**src/rtl/dxt3_pkg.sv**
```systemverilog
// Shared types and constants for the DXT3 block decoder.
package dxt3_pkg;

   // Configuration port
   localparam int unsigned CFG_W     = 15;
   localparam int unsigned CSR_IDX_W = 8;
   localparam logic [CSR_IDX_W-1:0] REG_IMAGE_WIDTH  = CSR_IDX_W'(0);
   localparam logic [CSR_IDX_W-1:0] REG_IMAGE_HEIGHT = CSR_IDX_W'(1);

   // Image dimensions
   localparam int unsigned MAX_DIM_DEFAULT = 16384;
   localparam int unsigned DIM_RESET       = 16384;

   // Pixel coordinate width on the result side
   localparam int unsigned PIX_W = 14;

   // Stream payload widths
   localparam int unsigned REQ_DATA_W = 128;
   localparam int unsigned RSP_DATA_W = 64;

   // Block queue between front and back
   localparam int unsigned QUEUE_DEPTH = 2;
   localparam int unsigned PTR_W       = (QUEUE_DEPTH > 1) ? $clog2(QUEUE_DEPTH) : 1;
   localparam int unsigned CNT_W       = $clog2(QUEUE_DEPTH + 1);

   typedef struct packed {
      logic [7:0] red;
      logic [7:0] green;
      logic [7:0] blue;
   } rgb_type;

   // One classified block, ready for pixel emission
   typedef struct packed {
      logic [63:0]          alpha_bits;
      logic [31:0]          indices;
      rgb_type [3:0]        palette;
      logic [15:0]          mask;
      logic [PIX_W-1:0]     x0;
      logic [PIX_W-1:0]     y0;
   } blk_type;

   typedef struct packed {
      logic full;
      logic empty;
   } q_stat_type;

endpackage

```
**src/rtl/dxt3_front.sv**
```systemverilog
// Front end: config registers, block position, clip mask and palette build.
module dxt3_front #(
   parameter int unsigned MAX_DIM = dxt3_pkg::MAX_DIM_DEFAULT
) (
   input  logic                              clock,
   input  logic                              reset,
   input  logic                              req_tvalid,
   output logic                              req_tready,
   input  logic [dxt3_pkg::REQ_DATA_W-1:0]   req_tdata,
   input  logic                              csr_valid,
   output logic                              csr_ready,
   input  logic [dxt3_pkg::CSR_IDX_W-1:0]    csr_index,
   input  logic [dxt3_pkg::CFG_W-1:0]        csr_wdata,
   input  dxt3_pkg::q_stat_type              q_stat,
   output logic                              q_push,
   output dxt3_pkg::blk_type                 q_blk
);
   import dxt3_pkg::*;

   localparam int unsigned DIM_W = $clog2(MAX_DIM + 1);
   localparam int unsigned COL_W = (((MAX_DIM + 3) / 4) > 1) ? $clog2((MAX_DIM + 3) / 4) : 1;
   localparam int unsigned POS_W = ((COL_W + 3) > (DIM_W + 1)) ? (COL_W + 3) : (DIM_W + 1);
   localparam int unsigned CMP_W = (DIM_W > CFG_W) ? DIM_W : CFG_W;
   localparam int unsigned RESET_DIM = (DIM_RESET < MAX_DIM) ? DIM_RESET : MAX_DIM;

   logic [DIM_W-1:0] width_ff, height_ff;
   logic [COL_W-1:0] col_ff, col_in;
   logic [COL_W-1:0] row_ff, row_in;
   logic [COL_W:0]   col_inc, row_inc;
   logic             col_wrap, row_wrap;
   logic [POS_W-1:0] x0_pos, y0_pos;
   logic [3:0]       col_ok, row_ok;
   logic [15:0]      mask;
   logic [31:0]      x0_wide, y0_wide;
   logic             req_xfer;
   rgb_type          end0, end1;

   // zero reads as one, anything past the limit as the limit
   function automatic logic [DIM_W-1:0] clamp_dim(input logic [CFG_W-1:0] v);
      logic [CMP_W-1:0] ext;
      ext = CMP_W'(v);
      if (ext == '0)
         clamp_dim = DIM_W'(1);
      else if (ext > CMP_W'(MAX_DIM))
         clamp_dim = DIM_W'(MAX_DIM);
      else
         clamp_dim = DIM_W'(ext);
   endfunction

   function automatic rgb_type expand565(input logic [15:0] e);
      rgb_type c;
      c.red   = {e[15:11], 3'b000};
      c.green = {e[10:5], 2'b00};
      c.blue  = {e[4:0], 3'b000};
      return c;
   endfunction

   // round((2a + b) / 3): divide by 3 through multiply by 683 >> 11 (exact below 768)
   function automatic logic [7:0] third(input logic [7:0] a, input logic [7:0] b);
      logic [9:0]  num;
      logic [19:0] prod;
      num  = {1'b0, a, 1'b0} + {2'b00, b} + 10'd1;
      prod = 20'(num) * 20'd683;
      return prod[18:11];
   endfunction

   assign csr_ready  = 1'b1;
   assign req_tready = !q_stat.full;
   assign req_xfer   = req_tvalid && req_tready;

   // next block position
   always_comb begin
      col_inc  = {1'b0, col_ff} + (COL_W + 1)'(1);
      row_inc  = {1'b0, row_ff} + (COL_W + 1)'(1);
      col_wrap = POS_W'({col_inc, 2'b00}) >= POS_W'(width_ff);
      row_wrap = POS_W'({row_inc, 2'b00}) >= POS_W'(height_ff);
      if (col_wrap) begin
         col_in = '0;
         row_in = row_wrap ? '0 : row_inc[COL_W-1:0];
      end else begin
         col_in = col_inc[COL_W-1:0];
         row_in = row_ff;
      end
   end

   // clip mask, raster order inside the block
   always_comb begin
      x0_pos = POS_W'({col_ff, 2'b00});
      y0_pos = POS_W'({row_ff, 2'b00});
      for (int i = 0; i < 4; i++) begin
         col_ok[i] = (x0_pos + POS_W'(i)) < POS_W'(width_ff);
         row_ok[i] = (y0_pos + POS_W'(i)) < POS_W'(height_ff);
      end
      for (int j = 0; j < 4; j++) begin
         for (int i = 0; i < 4; i++) begin
            mask[4*j + i] = col_ok[i] && row_ok[j];
         end
      end
      x0_wide = 32'(x0_pos);
      y0_wide = 32'(y0_pos);
   end

   always_comb begin
      end0 = expand565(req_tdata[79:64]);
      end1 = expand565(req_tdata[95:80]);
      q_blk.alpha_bits       = req_tdata[63:0];
      q_blk.indices          = req_tdata[127:96];
      q_blk.palette[0]       = end0;
      q_blk.palette[1]       = end1;
      q_blk.palette[2].red   = third(end0.red, end1.red);
      q_blk.palette[2].green = third(end0.green, end1.green);
      q_blk.palette[2].blue  = third(end0.blue, end1.blue);
      q_blk.palette[3].red   = third(end1.red, end0.red);
      q_blk.palette[3].green = third(end1.green, end0.green);
      q_blk.palette[3].blue  = third(end1.blue, end0.blue);
      q_blk.mask             = mask;
      q_blk.x0               = x0_wide[PIX_W-1:0];
      q_blk.y0               = y0_wide[PIX_W-1:0];
   end

   // fully clipped blocks only move the position
   assign q_push = req_xfer && (mask != '0);

   always_ff @(posedge clock) begin
      if (reset) begin
         width_ff  <= DIM_W'(RESET_DIM);
         height_ff <= DIM_W'(RESET_DIM);
         col_ff    <= '0;
         row_ff    <= '0;
      end else if (csr_valid && csr_ready) begin
         case (csr_index)
            REG_IMAGE_WIDTH: begin
               width_ff <= clamp_dim(csr_wdata);
               col_ff   <= '0;
               row_ff   <= '0;
            end
            REG_IMAGE_HEIGHT: begin
               height_ff <= clamp_dim(csr_wdata);
               col_ff    <= '0;
               row_ff    <= '0;
            end
            default: ;
         endcase
      end else if (req_xfer) begin
         col_ff <= col_in;
         row_ff <= row_in;
      end
   end

endmodule

```
**src/rtl/dxt3_queue.sv**
```systemverilog
// Short block queue between the front end and the pixel emitter.
module dxt3_queue (
   input  logic                 clock,
   input  logic                 reset,
   input  logic                 push,
   input  dxt3_pkg::blk_type    push_blk,
   input  logic                 pop,
   output dxt3_pkg::blk_type    pop_blk,
   output dxt3_pkg::q_stat_type stat
);
   import dxt3_pkg::*;

   blk_type          entries_ff [QUEUE_DEPTH];
   logic [PTR_W-1:0] wr_ptr_ff, rd_ptr_ff;
   logic [CNT_W-1:0] count_ff;
   logic             do_push, do_pop;

   function automatic logic [PTR_W-1:0] ptr_next(input logic [PTR_W-1:0] p);
      if (p == PTR_W'(QUEUE_DEPTH - 1))
         return '0;
      else
         return p + PTR_W'(1);
   endfunction

   assign stat.full  = count_ff == CNT_W'(QUEUE_DEPTH);
   assign stat.empty = count_ff == '0;
   assign do_push    = push && !stat.full;
   assign do_pop     = pop && !stat.empty;
   assign pop_blk    = entries_ff[rd_ptr_ff];

   always_ff @(posedge clock) begin
      if (do_push) begin
         entries_ff[wr_ptr_ff] <= push_blk;
      end
   end

   always_ff @(posedge clock) begin
      if (reset) begin
         wr_ptr_ff <= '0;
         rd_ptr_ff <= '0;
         count_ff  <= '0;
      end else begin
         if (do_push) wr_ptr_ff <= ptr_next(wr_ptr_ff);
         if (do_pop)  rd_ptr_ff <= ptr_next(rd_ptr_ff);
         if (do_push && !do_pop)
            count_ff <= count_ff + CNT_W'(1);
         else if (do_pop && !do_push)
            count_ff <= count_ff - CNT_W'(1);
      end
   end

endmodule

```
**src/rtl/dxt3_back.sv**
```systemverilog
// Back end: walks the pixel mask, one pixel per cycle unless stalled.
module dxt3_back (
   input  logic                              clock,
   input  logic                              reset,
   input  logic                              q_valid,
   input  dxt3_pkg::blk_type                 q_blk,
   output logic                              q_pop,
   output logic                              rsp_tvalid,
   input  logic                              rsp_tready,
   output logic [dxt3_pkg::RSP_DATA_W-1:0]   rsp_tdata,
   output logic                              rsp_tlast,
   output logic                              busy
);
   import dxt3_pkg::*;

   blk_type          cur_ff;
   logic [15:0]      rem_ff, rem_after;
   logic [3:0]       k;
   logic [1:0]       sel;
   logic [3:0]       nib;
   logic             advance, emit;
   logic             rsp_valid_ff;
   logic [7:0]       red_ff, green_ff, blue_ff, alpha_ff;
   logic [PIX_W-1:0] x_ff, y_ff;
   logic             last_ff;

   // lowest pending pixel
   always_comb begin
      k = '0;
      for (int b = 15; b >= 0; b--) begin
         if (rem_ff[b]) k = 4'(b);
      end
      rem_after = rem_ff & ~(16'd1 << k);
      sel       = cur_ff.indices[{k, 1'b0} +: 2];
      nib       = cur_ff.alpha_bits[{k, 2'b00} +: 4];
   end

   assign advance = !rsp_valid_ff || rsp_tready;
   assign emit    = advance && (rem_ff != '0);
   // load a block when idle or as the current one emits its last pixel
   assign q_pop   = q_valid && ((rem_ff == '0) || (emit && (rem_after == '0)));
   assign busy    = rem_ff != '0;

   always_ff @(posedge clock) begin
      if (q_pop) begin
         cur_ff <= q_blk;
      end
      if (emit) begin
         red_ff   <= cur_ff.palette[sel].red;
         green_ff <= cur_ff.palette[sel].green;
         blue_ff  <= cur_ff.palette[sel].blue;
         alpha_ff <= {nib, nib};
         x_ff     <= cur_ff.x0 + PIX_W'(k[1:0]);
         y_ff     <= cur_ff.y0 + PIX_W'(k[3:2]);
         last_ff  <= rem_after == '0;
      end
   end

   always_ff @(posedge clock) begin
      if (reset) begin
         rem_ff       <= '0;
         rsp_valid_ff <= 1'b0;
      end else begin
         if (q_pop)
            rem_ff <= q_blk.mask;
         else if (emit)
            rem_ff <= rem_after;
         if (advance)
            rsp_valid_ff <= emit;
      end
   end

   assign rsp_tvalid = rsp_valid_ff;
   assign rsp_tlast  = last_ff;
   assign rsp_tdata  = {4'b0000, y_ff, x_ff, alpha_ff, blue_ff, green_ff, red_ff};

endmodule

```
**src/rtl/dxt3_block_decoder.sv**
```systemverilog
// DXT3 (BC2) block decoder top level: front end, block queue, pixel emitter.
//
//   channel  dir  handshake                 payload
//   req      in   req_tvalid/req_tready     req_tdata: alpha_bits, color_bits
//   rsp      out  rsp_tvalid/rsp_tready     rsp_tdata: rgba, pixel_x, pixel_y; rsp_tlast
//   csr      in   csr_valid/csr_ready       csr_index, csr_wdata
//
// The emitter sends one pixel for each of a block's pixels inside the image: 16 for an
// interior block, fewer at the right and bottom edges, none for a block wholly outside.
// While rsp_tready holds, the emitter's one pixel per cycle sets the sustained rate.
// Front and back meet at a two-entry queue, so the next block is taken while the
// current one drains, and the output register holds a pixel under rsp stall. Reset is
// synchronous; it restores full-size dimensions and block position zero.
module dxt3_block_decoder #(
   parameter int unsigned MAX_DIM = dxt3_pkg::MAX_DIM_DEFAULT
) (
   input  logic                              clock,
   input  logic                              reset,
   // [63:0] alpha_bits, [127:64] color_bits
   input  logic                              req_tvalid,
   output logic                              req_tready,
   input  logic [dxt3_pkg::REQ_DATA_W-1:0]   req_tdata,
   // [7:0] red, [15:8] green, [23:16] blue, [31:24] alpha,
   // [45:32] pixel_x, [59:46] pixel_y, [63:60] zero
   output logic                              rsp_tvalid,
   input  logic                              rsp_tready,
   output logic [dxt3_pkg::RSP_DATA_W-1:0]   rsp_tdata,
   output logic                              rsp_tlast,
   // register 0 image_width, register 1 image_height
   input  logic                              csr_valid,
   output logic                              csr_ready,
   input  logic [dxt3_pkg::CSR_IDX_W-1:0]    csr_index,
   input  logic [dxt3_pkg::CFG_W-1:0]        csr_wdata
);
   import dxt3_pkg::*;

   q_stat_type q_stat;
   blk_type    push_blk, pop_blk;
   logic       q_push, q_pop;
   logic       back_busy;

   dxt3_front #(
      .MAX_DIM (MAX_DIM)
   ) u_front (
      .clock      (clock),
      .reset      (reset),
      .req_tvalid (req_tvalid),
      .req_tready (req_tready),
      .req_tdata  (req_tdata),
      .csr_valid  (csr_valid),
      .csr_ready  (csr_ready),
      .csr_index  (csr_index),
      .csr_wdata  (csr_wdata),
      .q_stat     (q_stat),
      .q_push     (q_push),
      .q_blk      (push_blk)
   );

   dxt3_queue u_queue (
      .clock    (clock),
      .reset    (reset),
      .push     (q_push),
      .push_blk (push_blk),
      .pop      (q_pop),
      .pop_blk  (pop_blk),
      .stat     (q_stat)
   );

   dxt3_back u_back (
      .clock      (clock),
      .reset      (reset),
      .q_valid    (!q_stat.empty),
      .q_blk      (pop_blk),
      .q_pop      (q_pop),
      .rsp_tvalid (rsp_tvalid),
      .rsp_tready (rsp_tready),
      .rsp_tdata  (rsp_tdata),
      .rsp_tlast  (rsp_tlast),
      .busy       (back_busy)
   );

   // a block is never pushed into a full queue
   a_no_overflow: assert property (@(posedge clock) disable iff (reset)
      q_push |-> !q_stat.full)
      else $error("block pushed into full queue");

   // a pixel not marked last leaves more pixels of its block pending
   a_last_mark: assert property (@(posedge clock) disable iff (reset)
      (rsp_tvalid && !rsp_tlast) |-> back_busy)
      else $error("non-last pixel with no pixels pending");

   // a block is popped mid-block only when the output advances and the queue holds one
   a_pop_done: assert property (@(posedge clock) disable iff (reset)
      (q_pop && back_busy) |-> (rsp_tvalid == 1'b0 || rsp_tready) ##0 (!q_stat.empty))
      else $error("queue popped while block in progress and stalled");

   // nothing is offered right after reset
   a_reset_idle: assert property (@(posedge clock)
      $past(reset) |-> !rsp_tvalid)
      else $error("result valid after reset");

endmodule

```
**config.mk**
```make
export PLATFORM = sky130hd
export DESIGN_NAME = dxt3_block_decoder
export DESIGN_NICKNAME = d
export VERILOG_FILES = /design/src/rtl/dxt3_pkg.sv /design/src/rtl/dxt3_front.sv /design/src/rtl/dxt3_queue.sv /design/src/rtl/dxt3_back.sv /design/src/rtl/dxt3_block_decoder.sv
export SDC_FILE = /design/constraint.sdc
export NUM_CORES = 1
export LEC_CHECK = 0
export BUFFER_PORTS_ARGS = -buffer_cell sky130_fd_sc_hd__buf_2
export CAP_MARGIN = 20
export CORE_MARGIN = 1.5
export CORE_UTILIZATION = 50
export CTS_BUF_LIST = sky130_fd_sc_hd__clkbuf_4 sky130_fd_sc_hd__clkbuf_8
export DETAILED_ROUTE_END_ITERATION = 12
export HOLD_SLACK_MARGIN = 0.02
export PLACE_DENSITY = 0.68
export REMOVE_ABC_BUFFERS = 1
export SYNTH_ARGS = -nofsm -noshare
export SYNTH_HDL_FRONTEND = slang
export SYNTH_SLANG_ARGS = --single-unit
```
**constraint.sdc**
```tcl
create_clock -name clock -period 14.4 [get_ports clock]
set_input_delay 1.44 -clock clock [delete_from_list [all_inputs] [get_ports clock]]
set_output_delay 1.44 -clock clock [all_outputs]
set_load 0.02 [all_outputs]
```
After elaboration in Yosys (flattened, before gate mapping) --
Memories as Yosys holds them, arrays and structs flattened. A register that Yosys moved wholly into a read port is not among the register bits. Index checks and enable logic that the tools add are counted.
Operators by class: $mul 6, add/subtract/negate cells 26, $lt $le $gt $ge 12, equal/unequal tests 3, reductions and logical operators 48, bitwise gates (word level) 2, muxes and demuxes 38, shifts and indexed selects 3
Operators by type and width (number):
- multiplier 10 x 10 -> 19 bit (second input constant) | 6
- < comparator 16 x 15 -> 1 bit | 6
- 2-to-1 mux 12 bit | 8
- 2-to-1 mux 4 bit | 16
- variable part select 64 x 7 -> 4 bit | 1
- adder 10 x 1 -> 10 bit (second input constant) | 6
- adder 14 x 2 -> 15 bit (second input constant) | 4
- adder 9 x 8 -> 10 bit | 6
- binary-select mux 24 bit (select 2 bit) | 1
- zero test 16 bit | 2
- 2-to-1 mux 16 bit | 2
- nonzero test 16 bit | 2
- variable part select 32 x 6 -> 2 bit | 1
- adder 14 x 1 -> 15 bit (second input constant) | 2
- greater-or-equal comparator 15 bit | 2
- < comparator 14 x 15 -> 1 bit | 2
- 2-to-1 mux 15 bit | 2
- adder 14 x 2 -> 14 bit | 2
- adder 12 x 1 -> 13 bit (second input constant) | 2
- logical AND 1 bit | 25
- 2-to-1 mux 24 bit | 1
- bitwise AND 16 bit | 1
- inverter 16 bit | 1
- left shift 1 x 4 -> 16 bit (first input constant) | 1
- other kinds (19) | 36
Word-level totals: register bits 356, input port bits 156, bits in writable memories 432, logic and storage cells 171, output and inout bits 68, memories kept 1
Memory list:
- u_queue.entries_ff | words 2, bits a word 216, read ports 1, clocked after memory_dff 1, write ports 1, RTL line dxt3_queue.sv:13 | blk_type entries_ff [QUEUE_DEPTH];

Depth between registers and ports, before layout --
Gate-level depths: netlist (run 1).
depth after elaboration 27, gate-level depth with buffers 24, mapped depth without buffers 24

Modules after synthesis --
Synthesis (run 1) repeated with hierarchy kept, for this count alone.
Unflattened totals: cells, all modules 3023, area, all modules 42768.5 um^2
By module, submodules not included:
- dxt3_queue | seq. area each 14273.7 um^2, cells each 759, instances 1, area an instance 17385.4 um^2
- dxt3_front | seq. area each 1081.0 um^2, cells each 1574, instances 1, area an instance 13708.1 um^2
- dxt3_back | seq. area each 8658.3 um^2, cells each 689, instances 1, area an instance 11671.2 um^2
- dxt3_block_decoder | seq. area each 0.0 um^2, cells each 1, instances 1, area an instance 3.8 um^2

Worst setup path after synthesis (run 1) --
Ideal clock, no wire load.
path kind reg2reg, start point reg u_front.row_ff[7], end point mem u_queue.entries_ff[0][0] (netlist bit), enable pin, setup time 0.822 ns, data required time 13.578 ns, setup slack 1.853 ns, arrival time 11.725 ns, cell stages (with the launch flop) 10, path buffers 0, cell sequence dfxtp_1 > ha_1 > a21o_1 > a21o_1 > a21o_1 > a21o_1 > a21oi_1 > o21ai_0 > a221oi_1 > nor2b_1
Between the ends: cells in the longest elaborated chain, start to end 8
RTL lines:
- start: declaration | RTL line dxt3_front.sv:28 | logic [COL_W-1:0] row_ff, row_in;
- start signal: assignment | RTL line dxt3_front.sv:146 | row_ff <= row_in;
- adder 14 x 1 -> 15 bit / adder 14 x 2 -> 15 bit (equally long branches) | RTL line dxt3_front.sv:92 | row_ok[i] = (y0_pos + POS_W'(i)) < POS_W'(height_ff);
- < comparator 16 x 15 -> 1 bit | RTL line dxt3_front.sv:92
- logical AND 1 bit | RTL line dxt3_front.sv:96 | mask[4*j + i] = col_ok[i] && row_ok[j];
- nonzero test 16 bit (*) | RTL line dxt3_front.sv:122 | assign q_push = req_xfer && (mask != '0);
- logical AND 1 bit (*) | RTL line dxt3_front.sv:122
- logical AND 1 bit (*) | RTL line dxt3_queue.sv:27 | assign do_push = push && !stat.full;
- via u_queue.do_push | RTL line dxt3_queue.sv:16 | logic do_push, do_pop;
- 2-to-1 mux 1 bit (*) | RTL line dxt3_queue.sv:32 | if (do_push) begin
- 2-to-1 mux 1 bit (not written as such) (*) | RTL line dxt3_queue.sv:33 | entries_ff[wr_ptr_ff] <= push_blk;
- end: declaration | RTL line dxt3_queue.sv:13
Mark *: on every way through the listed nets, which the timed path passes. The rest lies on a longest branch.

==> results of run 1 <==
synth_stat cells (all sizes together) (35+ instances only):
| library cell | number |
|---|---|
| a21o | 50 |
| a21oi | 101 |
| buf | 35 |
| clkbuf | 48 |
| dfxtp | 76 |
| edfxtp | 689 |
| fa | 88 |
| ha | 381 |
| inv | 195 |
| mux2 | 211 |
| mux2i | 83 |
| nand2 | 71 |
| nor2 | 114 |
| o21ai | 73 |
| xnor2 | 69 |
| xor2 | 41 |
flip-flops by register name (all words and copies together), names as in the netlist, 12 cells and up, named ones only:
name	count
u_queue.entries_ff	432
u_back.rem_ff	16
u_back.y_ff	14
u_front.height_ff	15
u_front.row_ff	12
u_back.x_ff	14
u_back.cur_ff	200
u_front.width_ff	15
u_front.col_ff	12
cells in the final DEF (no fill, tap or decap), types with 72 or more instances in the layout:
master and count:
nor2_1 112, mux2i_1 83, ha_1 381, o21ai_0 72, dfxtp_1 75, fa_1 88, inv_1 195, mux2_2 211
clkbuf_8 134, a21oi_1 100, buf_2 218, edfxtp_1 689
path summary, 6_finish.rpt:
path	cells after the start	from	end
worst max-delay path	23	req_tdata[69]	u_queue.entries_ff[1][87]
worst max register to register	11	u_front.row_ff[7]	u_queue.entries_ff[1][63]
worst min register to register	0	u_back.cur_ff[24]	u_back.x_ff[10]
worst min-delay path	0	u_back.cur_ff[24]	u_back.x_ff[10]
worst register-to-register path: cells and delay by family (launching register included):
family                     cells  cell delay, ps
buffers and inverters          2            1550
and+or+nand+nor                1             670
adders and majority gates      1             310
AOI/OAI and AO/OA              7            2080
DFF                            1             510
through the flow:
stage,setup WS (ps),cells,utilization [%]
2_1_floorplan,1850,2567,-
3_3_place_gp,6990,3785,53.3
3_5_place_dp,6950,3785,53.3
4_1_cts,7800,4020,56.7
5_1_grt,7390,4024,56.7
6_report,7710,4024,56.7
per-layer routing:
| layer | wire (um) | global-route usage [%] | vias up | part of all wire, % |
|---|---|---|---|---|
| met2 | 39000 | 34.4 | 433 | 50 |
| met3 | 3380 | 4.04 | 142 | 4.3 |
| met1 | 34300 | 26.0 | 10900 | 44 |
| li1 | - | - | 10500 | - |
| met4 | 1760 | 7.17 | 8 | 2.2 |
| met5 | 47 | 0 | - | 0.060 |
kinds of logic (layout without fill, tap and decap cells):
kind of cell | after synthesis | count (layout) | share of synthesized area, %
flip-flops | 765 | 765 | 58.1
XOR/XNOR | 110 | 110 | 2.52
other | 2 | 9 | 0.0196
AO/OA/AOI/OAI | 373 | 373 | 6.41
AND/OR/NAND/NOR | 355 | 355 | 4.55
buffers and inverters | 279 | 671 | 2.92
multiplexers | 294 | 294 | 8.39
adder cells (fa/ha/maj) | 469 | 469 | 17.1
cell type report:
type | instances | area (um^2)
timing repair buffer | 240 | 1280
fill | 6113 | 32800
antenna | 4 | 10.0
clock inverter | 63 | 442
tap | 978 | 1220
multi-input combinational | 1606 | 14900
inverter | 196 | 736
sequential | 765 | 22200
clock buffer | 172 | 2130
==> summary.md, run 1 <==
| Metric | Value |
|---|---|
| Hold Slack | 410 ps |
| DP Area | 40400 um^2 |
| Mapped Area | 38200 um^2 |
| First-pass iteration count of the detailed router | 7 |
| Crit path max-delay family | adder cells |
| Sequential element share of the synthesized area | 58.1% |
| Starting Density | 50.4% |
| Final count of pins violating max slew | 0 |
| 1st-iter DRT viols | 1181 |
| Vias | 21900 |
| Detail Route Antenna Nets | 0 |
| R2R Setup Slk | 8870 ps |
| Maxcap violations | 0 |
| Layout cells sized above 1 | 22.2% |
| Die ar. | 78100 um^2 |
| Io pins | 224 |
| First-pass GRT wire length | 124 mm |
| Synth area leader | edfxtp_1 |
| Hold_buf cts | 0 |
| WP buf/inv | 4 |
| Sink Count | 765 |
| Count of final hold-check violations | 0 |
| Primary FF master, synth | edfxtp_1 |
| Post-synthesis async set-or-reset flop share | 0% |
| Post-Synthesis Cells | 2647 |
| Yosys warns | 0 |
| Worst-skew pair later-pin latency | 770 ps |
| Post-DP HPWL | 53.4 mm |
| Routed wire per std cell | 19.5 um |
| Max Root-Sink Buffers | 3 |
| Die W | 279 um |
| Worst path cell trace | buf_2 -> ha_1 -> fa_1 -> a21o_1 -> a21oi_1 -> nor2b_1 -> o21ai_0 -> inv_1 -> ha_1 -> ha_1 -> fa_1 -> inv_1 -> fa_1 -> inv_1 -> ha_1 -> ha_1 -> a21oi_1 -> o21a_1 -> o21ai_0 -> o41a_1 -> a21oi_1 -> o21bai_1 -> xnor2_1 |
| Top post-synthesis cells by area | edfxtp_1 (54%), ha_1 (12%), mux2_2 (6.2%), fa_1 (4.6%), dfxtp_1 (4.0%) |
| Clk slew on worst S/H paths | 60 ps |
| GPL Wtd Cong | 0.854 |
| # port buffers | 218 |
| Initial antenna violation count | 8 |
| Fin crit period | 6690 ps |
| Crit path DAT | 7190 ps |
| GRT Residual Overflow | 0 |
| CTS tree | yes |
| Setup crit start kind | input port |
| Final Cell Area | 43000 um^2 |
| H-tree Lvls | 4 |
| Most frequent CP cell | ha_1 |
| Final setup fails | 0 |
| Synthesis-stage register bit count | 765 |
| Number of global-route vias before repair | 23100 |
| Count of different cell masters after synthesis | 69 |
| CP Capture Type | register |
| Synthesis-to-finish area growth | 12.5% |
| CP peak stage delay | 520 ps |
| CTS root buffer | clkbuf_8 |
| Avg Cell Area, Syn | 14.4 um^2 |
| Clock Skew | 45.4 ps |
| Number of cell rows | 101 |
| Die Height | 279 um |
| Largest net degree at the start of global routing | 164 |
| Period utilisation layout | 46.4% |
| Req. time, crit path | 14900 ps |
| Core footprint | 75800 um^2 |
| Total global-route track usage | 20.3% |
| Post-DR vias/cell | 5.45 |
| Worst-path maximum fanout | 7 |
| Fmax | 150 MHz |
| Detailed Route WL | 78.5 mm |
| Num CTS Buffers | 131 |
| Hold WC Path Type | register to register |
| CP max stage cell | o21ai_0 |
| Post-synth EDFFs | 689 |
| Number of remaining DRC errors | 0 |
| Setup TNS | 0 ps |
| RSZ-0062 raised after global routing | no |
| Outcome | complete, no violations |
| Worst slew margin | 33.2% |
| Final nets | 3565 |
| Top-area cell type share of the netlist area | 54.1% |
| Slew @ Worst Pin | 1000 ps |
| Crit Path Class | input port to register |
| Resize count post-CTS | 0 |
| Setup Buffers After CTS | 0 |
Power of run 1 is left out: the tool's default activity adds up to more than one toggle a clock period on the data nets, which glitch-free logic cannot reach.
==> inputs of run 2 (changes only) <==
==> constraint.sdc (replaced) <==
create_clock -name clock -period 6.4 [get_ports clock]
set_input_delay 0.64 -clock clock [delete_from_list [all_inputs] [get_ports clock]]
set_output_delay 0.64 -clock clock [all_outputs]
set_load 0.02 [all_outputs]
==> summary.md, run 2 (same netlist as run 1, synthesis figures left out) <==
| Metric | Value |
|---|---|
| Top routing layer used | met4 |
| Final Cell Area | 44200 um^2 |
| H-tree Lvls | 4 |
| Outcome | complete, no violations |
| M1 wire length | 34.8 mm |
| Number of remaining DRC errors | 0 |
| Layout cells sized above 1 | 21.9% |
| Hold path cells | 1 |
| Clock Skew | 33.3 ps |
| CP peak stage delay | 490 ps |
| Worst-skew pair later-pin latency | 770 ps |
| GPL Wtd Cong | 0.861 |
| Final nets | 3676 |
| Final Non-Filler Cells | 4134 |
| WL met3 | 3.20 mm |
| Core footprint | 75800 um^2 |
| Maxcap violations | 0 |
| Placed insts | 3804 |
| Most flop-heavy register | u_queue.entries_ff |
| R2R Path End | u_back.blue_ff[5] |
| Hold EP | u_queue.entries_ff[1][64] |
| Max Root-Sink Buffers | 3 |
| First-pass iteration count of the detailed router | 5 |
| Detailed Route WL | 79.1 mm |
| Slew @ Worst Pin | 952 ps |
| Setup crit start kind | input port |
| Worst slew margin | 36.0% |
| Hold_buf cts | 93 |
| Crit path DAT | 6020 ps |
| Final count of pins violating max slew | 0 |
| Period utilisation layout | 86.3% |
| Num CTS Buffers | 130 |
| Crit Path Class | input port to register |
| Post-DP HPWL | 54.4 mm |
| Fill cell count | 5977 |
| Initial antenna violation count | 3 |
| Routed wl met2 | 39.2 mm |
| Cells on worst reg2reg path | 12 |
| Hold WC Path Type | input port to register |
| Fmax | 181 MHz |
| Io pins | 224 |
| Largest register FFs | 432 |
| Sink Count | 765 |
| Worst path cell trace | buf_2 -> ha_1 -> fa_1 -> a21o_1 -> a21oi_1 -> xnor2_1 -> ha_1 -> ha_1 -> fa_1 -> inv_1 -> fa_1 -> fa_1 -> inv_1 -> ha_1 -> a21o_1 -> a21oi_1 -> o21a_1 -> o21ai_0 -> o41a_1 -> a21oi_1 -> o21bai_1 -> xnor2_1 |
| Req. time, crit path | 6900 ps |
| WP buf/inv | 3 |
| Setup Buffers After CTS | 0 |
| Crit path max-delay family | adder cells |
| Number of global-route vias before repair | 23700 |
| Top flop regs | u_queue.entries_ff: 432 flops, u_back.cur_ff: 200 flops, u_back.rem_ff: 16 flops |
| First-pass GRT wire length | 125 mm |
| RSZ-0062 raised after global routing | no |
| Starting Density | 50.4% |
| 1st-iter DRT viols | 1095 |
| CTS root buffer | clkbuf_8 |
| Routed wire per std cell | 19.1 um |
| Die W | 279 um |
| Die ar. | 78100 um^2 |
| CP Capture Type | register |
| Final setup fails | 0 |
| R2R Setup Slk | 1660 ps |
| CP max stage cell | fa_1 |
| Most frequent cells in the layout | edfxtp_1 (689), ha_1 (381), buf_2 (218) |
| Largest net degree at the start of global routing | 113 |
| Fin crit period | 5520 ps |
| Total global-route track usage | 20.5% |
| # port buffers | 218 |
| Detail Route Antenna Nets | 0 |
| Worst-path maximum fanout | 7 |
| Synthesis-to-finish area growth | 15.7% |
| Min-delay src | req_tdata[88] |
| Hold Slack | 111 ps |
| Clk slew on worst S/H paths | 60 ps |
| Setup TNS | 0 ps |
| Vias | 22300 |
| Count of final hold-check violations | 0 |
| Commonest non-fill, non-tap cell in the layout | edfxtp_1 |
| CTS tree | yes |
| DP Area | 40700 um^2 |
| R2r startpoint | u_back.rem_ff[14] |
| Number of cell rows | 101 |
| Die Height | 279 um |
| Post-DR vias/cell | 5.41 |
| Resize count post-CTS | 0 |
| GRT Residual Overflow | 0 |
==> run 2: cell count changes in the layout (fill, tap and decap cells not counted), sizes merged, moves of 2 or more <==
| cell | previous run | this run |
|---|---|---|
| buf | 240 | 259 |
| clkinvlp | 4 | 2 |
| clkbuf | 172 | 175 |
| diode | 4 | 2 |
| dlygate4sd3 | 0 | 93 |
==> run 2: metal layers <==
metal	vias to the layer above	global-route usage (%)
li1	10700	-
met1	11000	26.2
met2	456	35.1
met3	131	3.64
met4	0	7.11
met5	-	0
==> run 2: through the flow <==
stage / worst slack [ps] / utilization (%)
final: 875 / 58.3
after global routing: 638 / 58.3
after CTS: 975 / 58.3
after detailed placement: 140 / 53.6
after global placement: 267 / 53.6
after floorplan: -6150 / -
==> run 2: final cells by class <==
cell class	count	area, um^2	share of cell area [%]
Clock buffer	175	2170	4.91
Sequential cell	765	22200	50.2
Inverter	196	736	1.66
Timing Repair Buffer	352	2470	5.60
Multi-Input combinational cell	1606	14900	33.8
Antenna cell	2	5.00	0.0113
Clock inverter	60	449	1.02
Tap cell	978	1220	2.77
==> run 2: worst max path at each step <==
stage                                       endpoint  slack (ps)  cells after the start              start
after floorplan             u_queue.entries_ff[0][0]       -6150                      9  u_front.row_ff[7]
after global placement    u_queue.entries_ff[1][111]         270                     24      req_tdata[85]
after detailed placement   u_queue.entries_ff[1][87]         140                     22      req_tdata[69]
after CTS                  u_queue.entries_ff[0][87]         980                     22      req_tdata[69]
after global routing       u_queue.entries_ff[1][87]         640                     23      req_tdata[69]
final                      u_queue.entries_ff[1][87]         880                     22      req_tdata[69]
Power of run 2 is left out for the same reason.
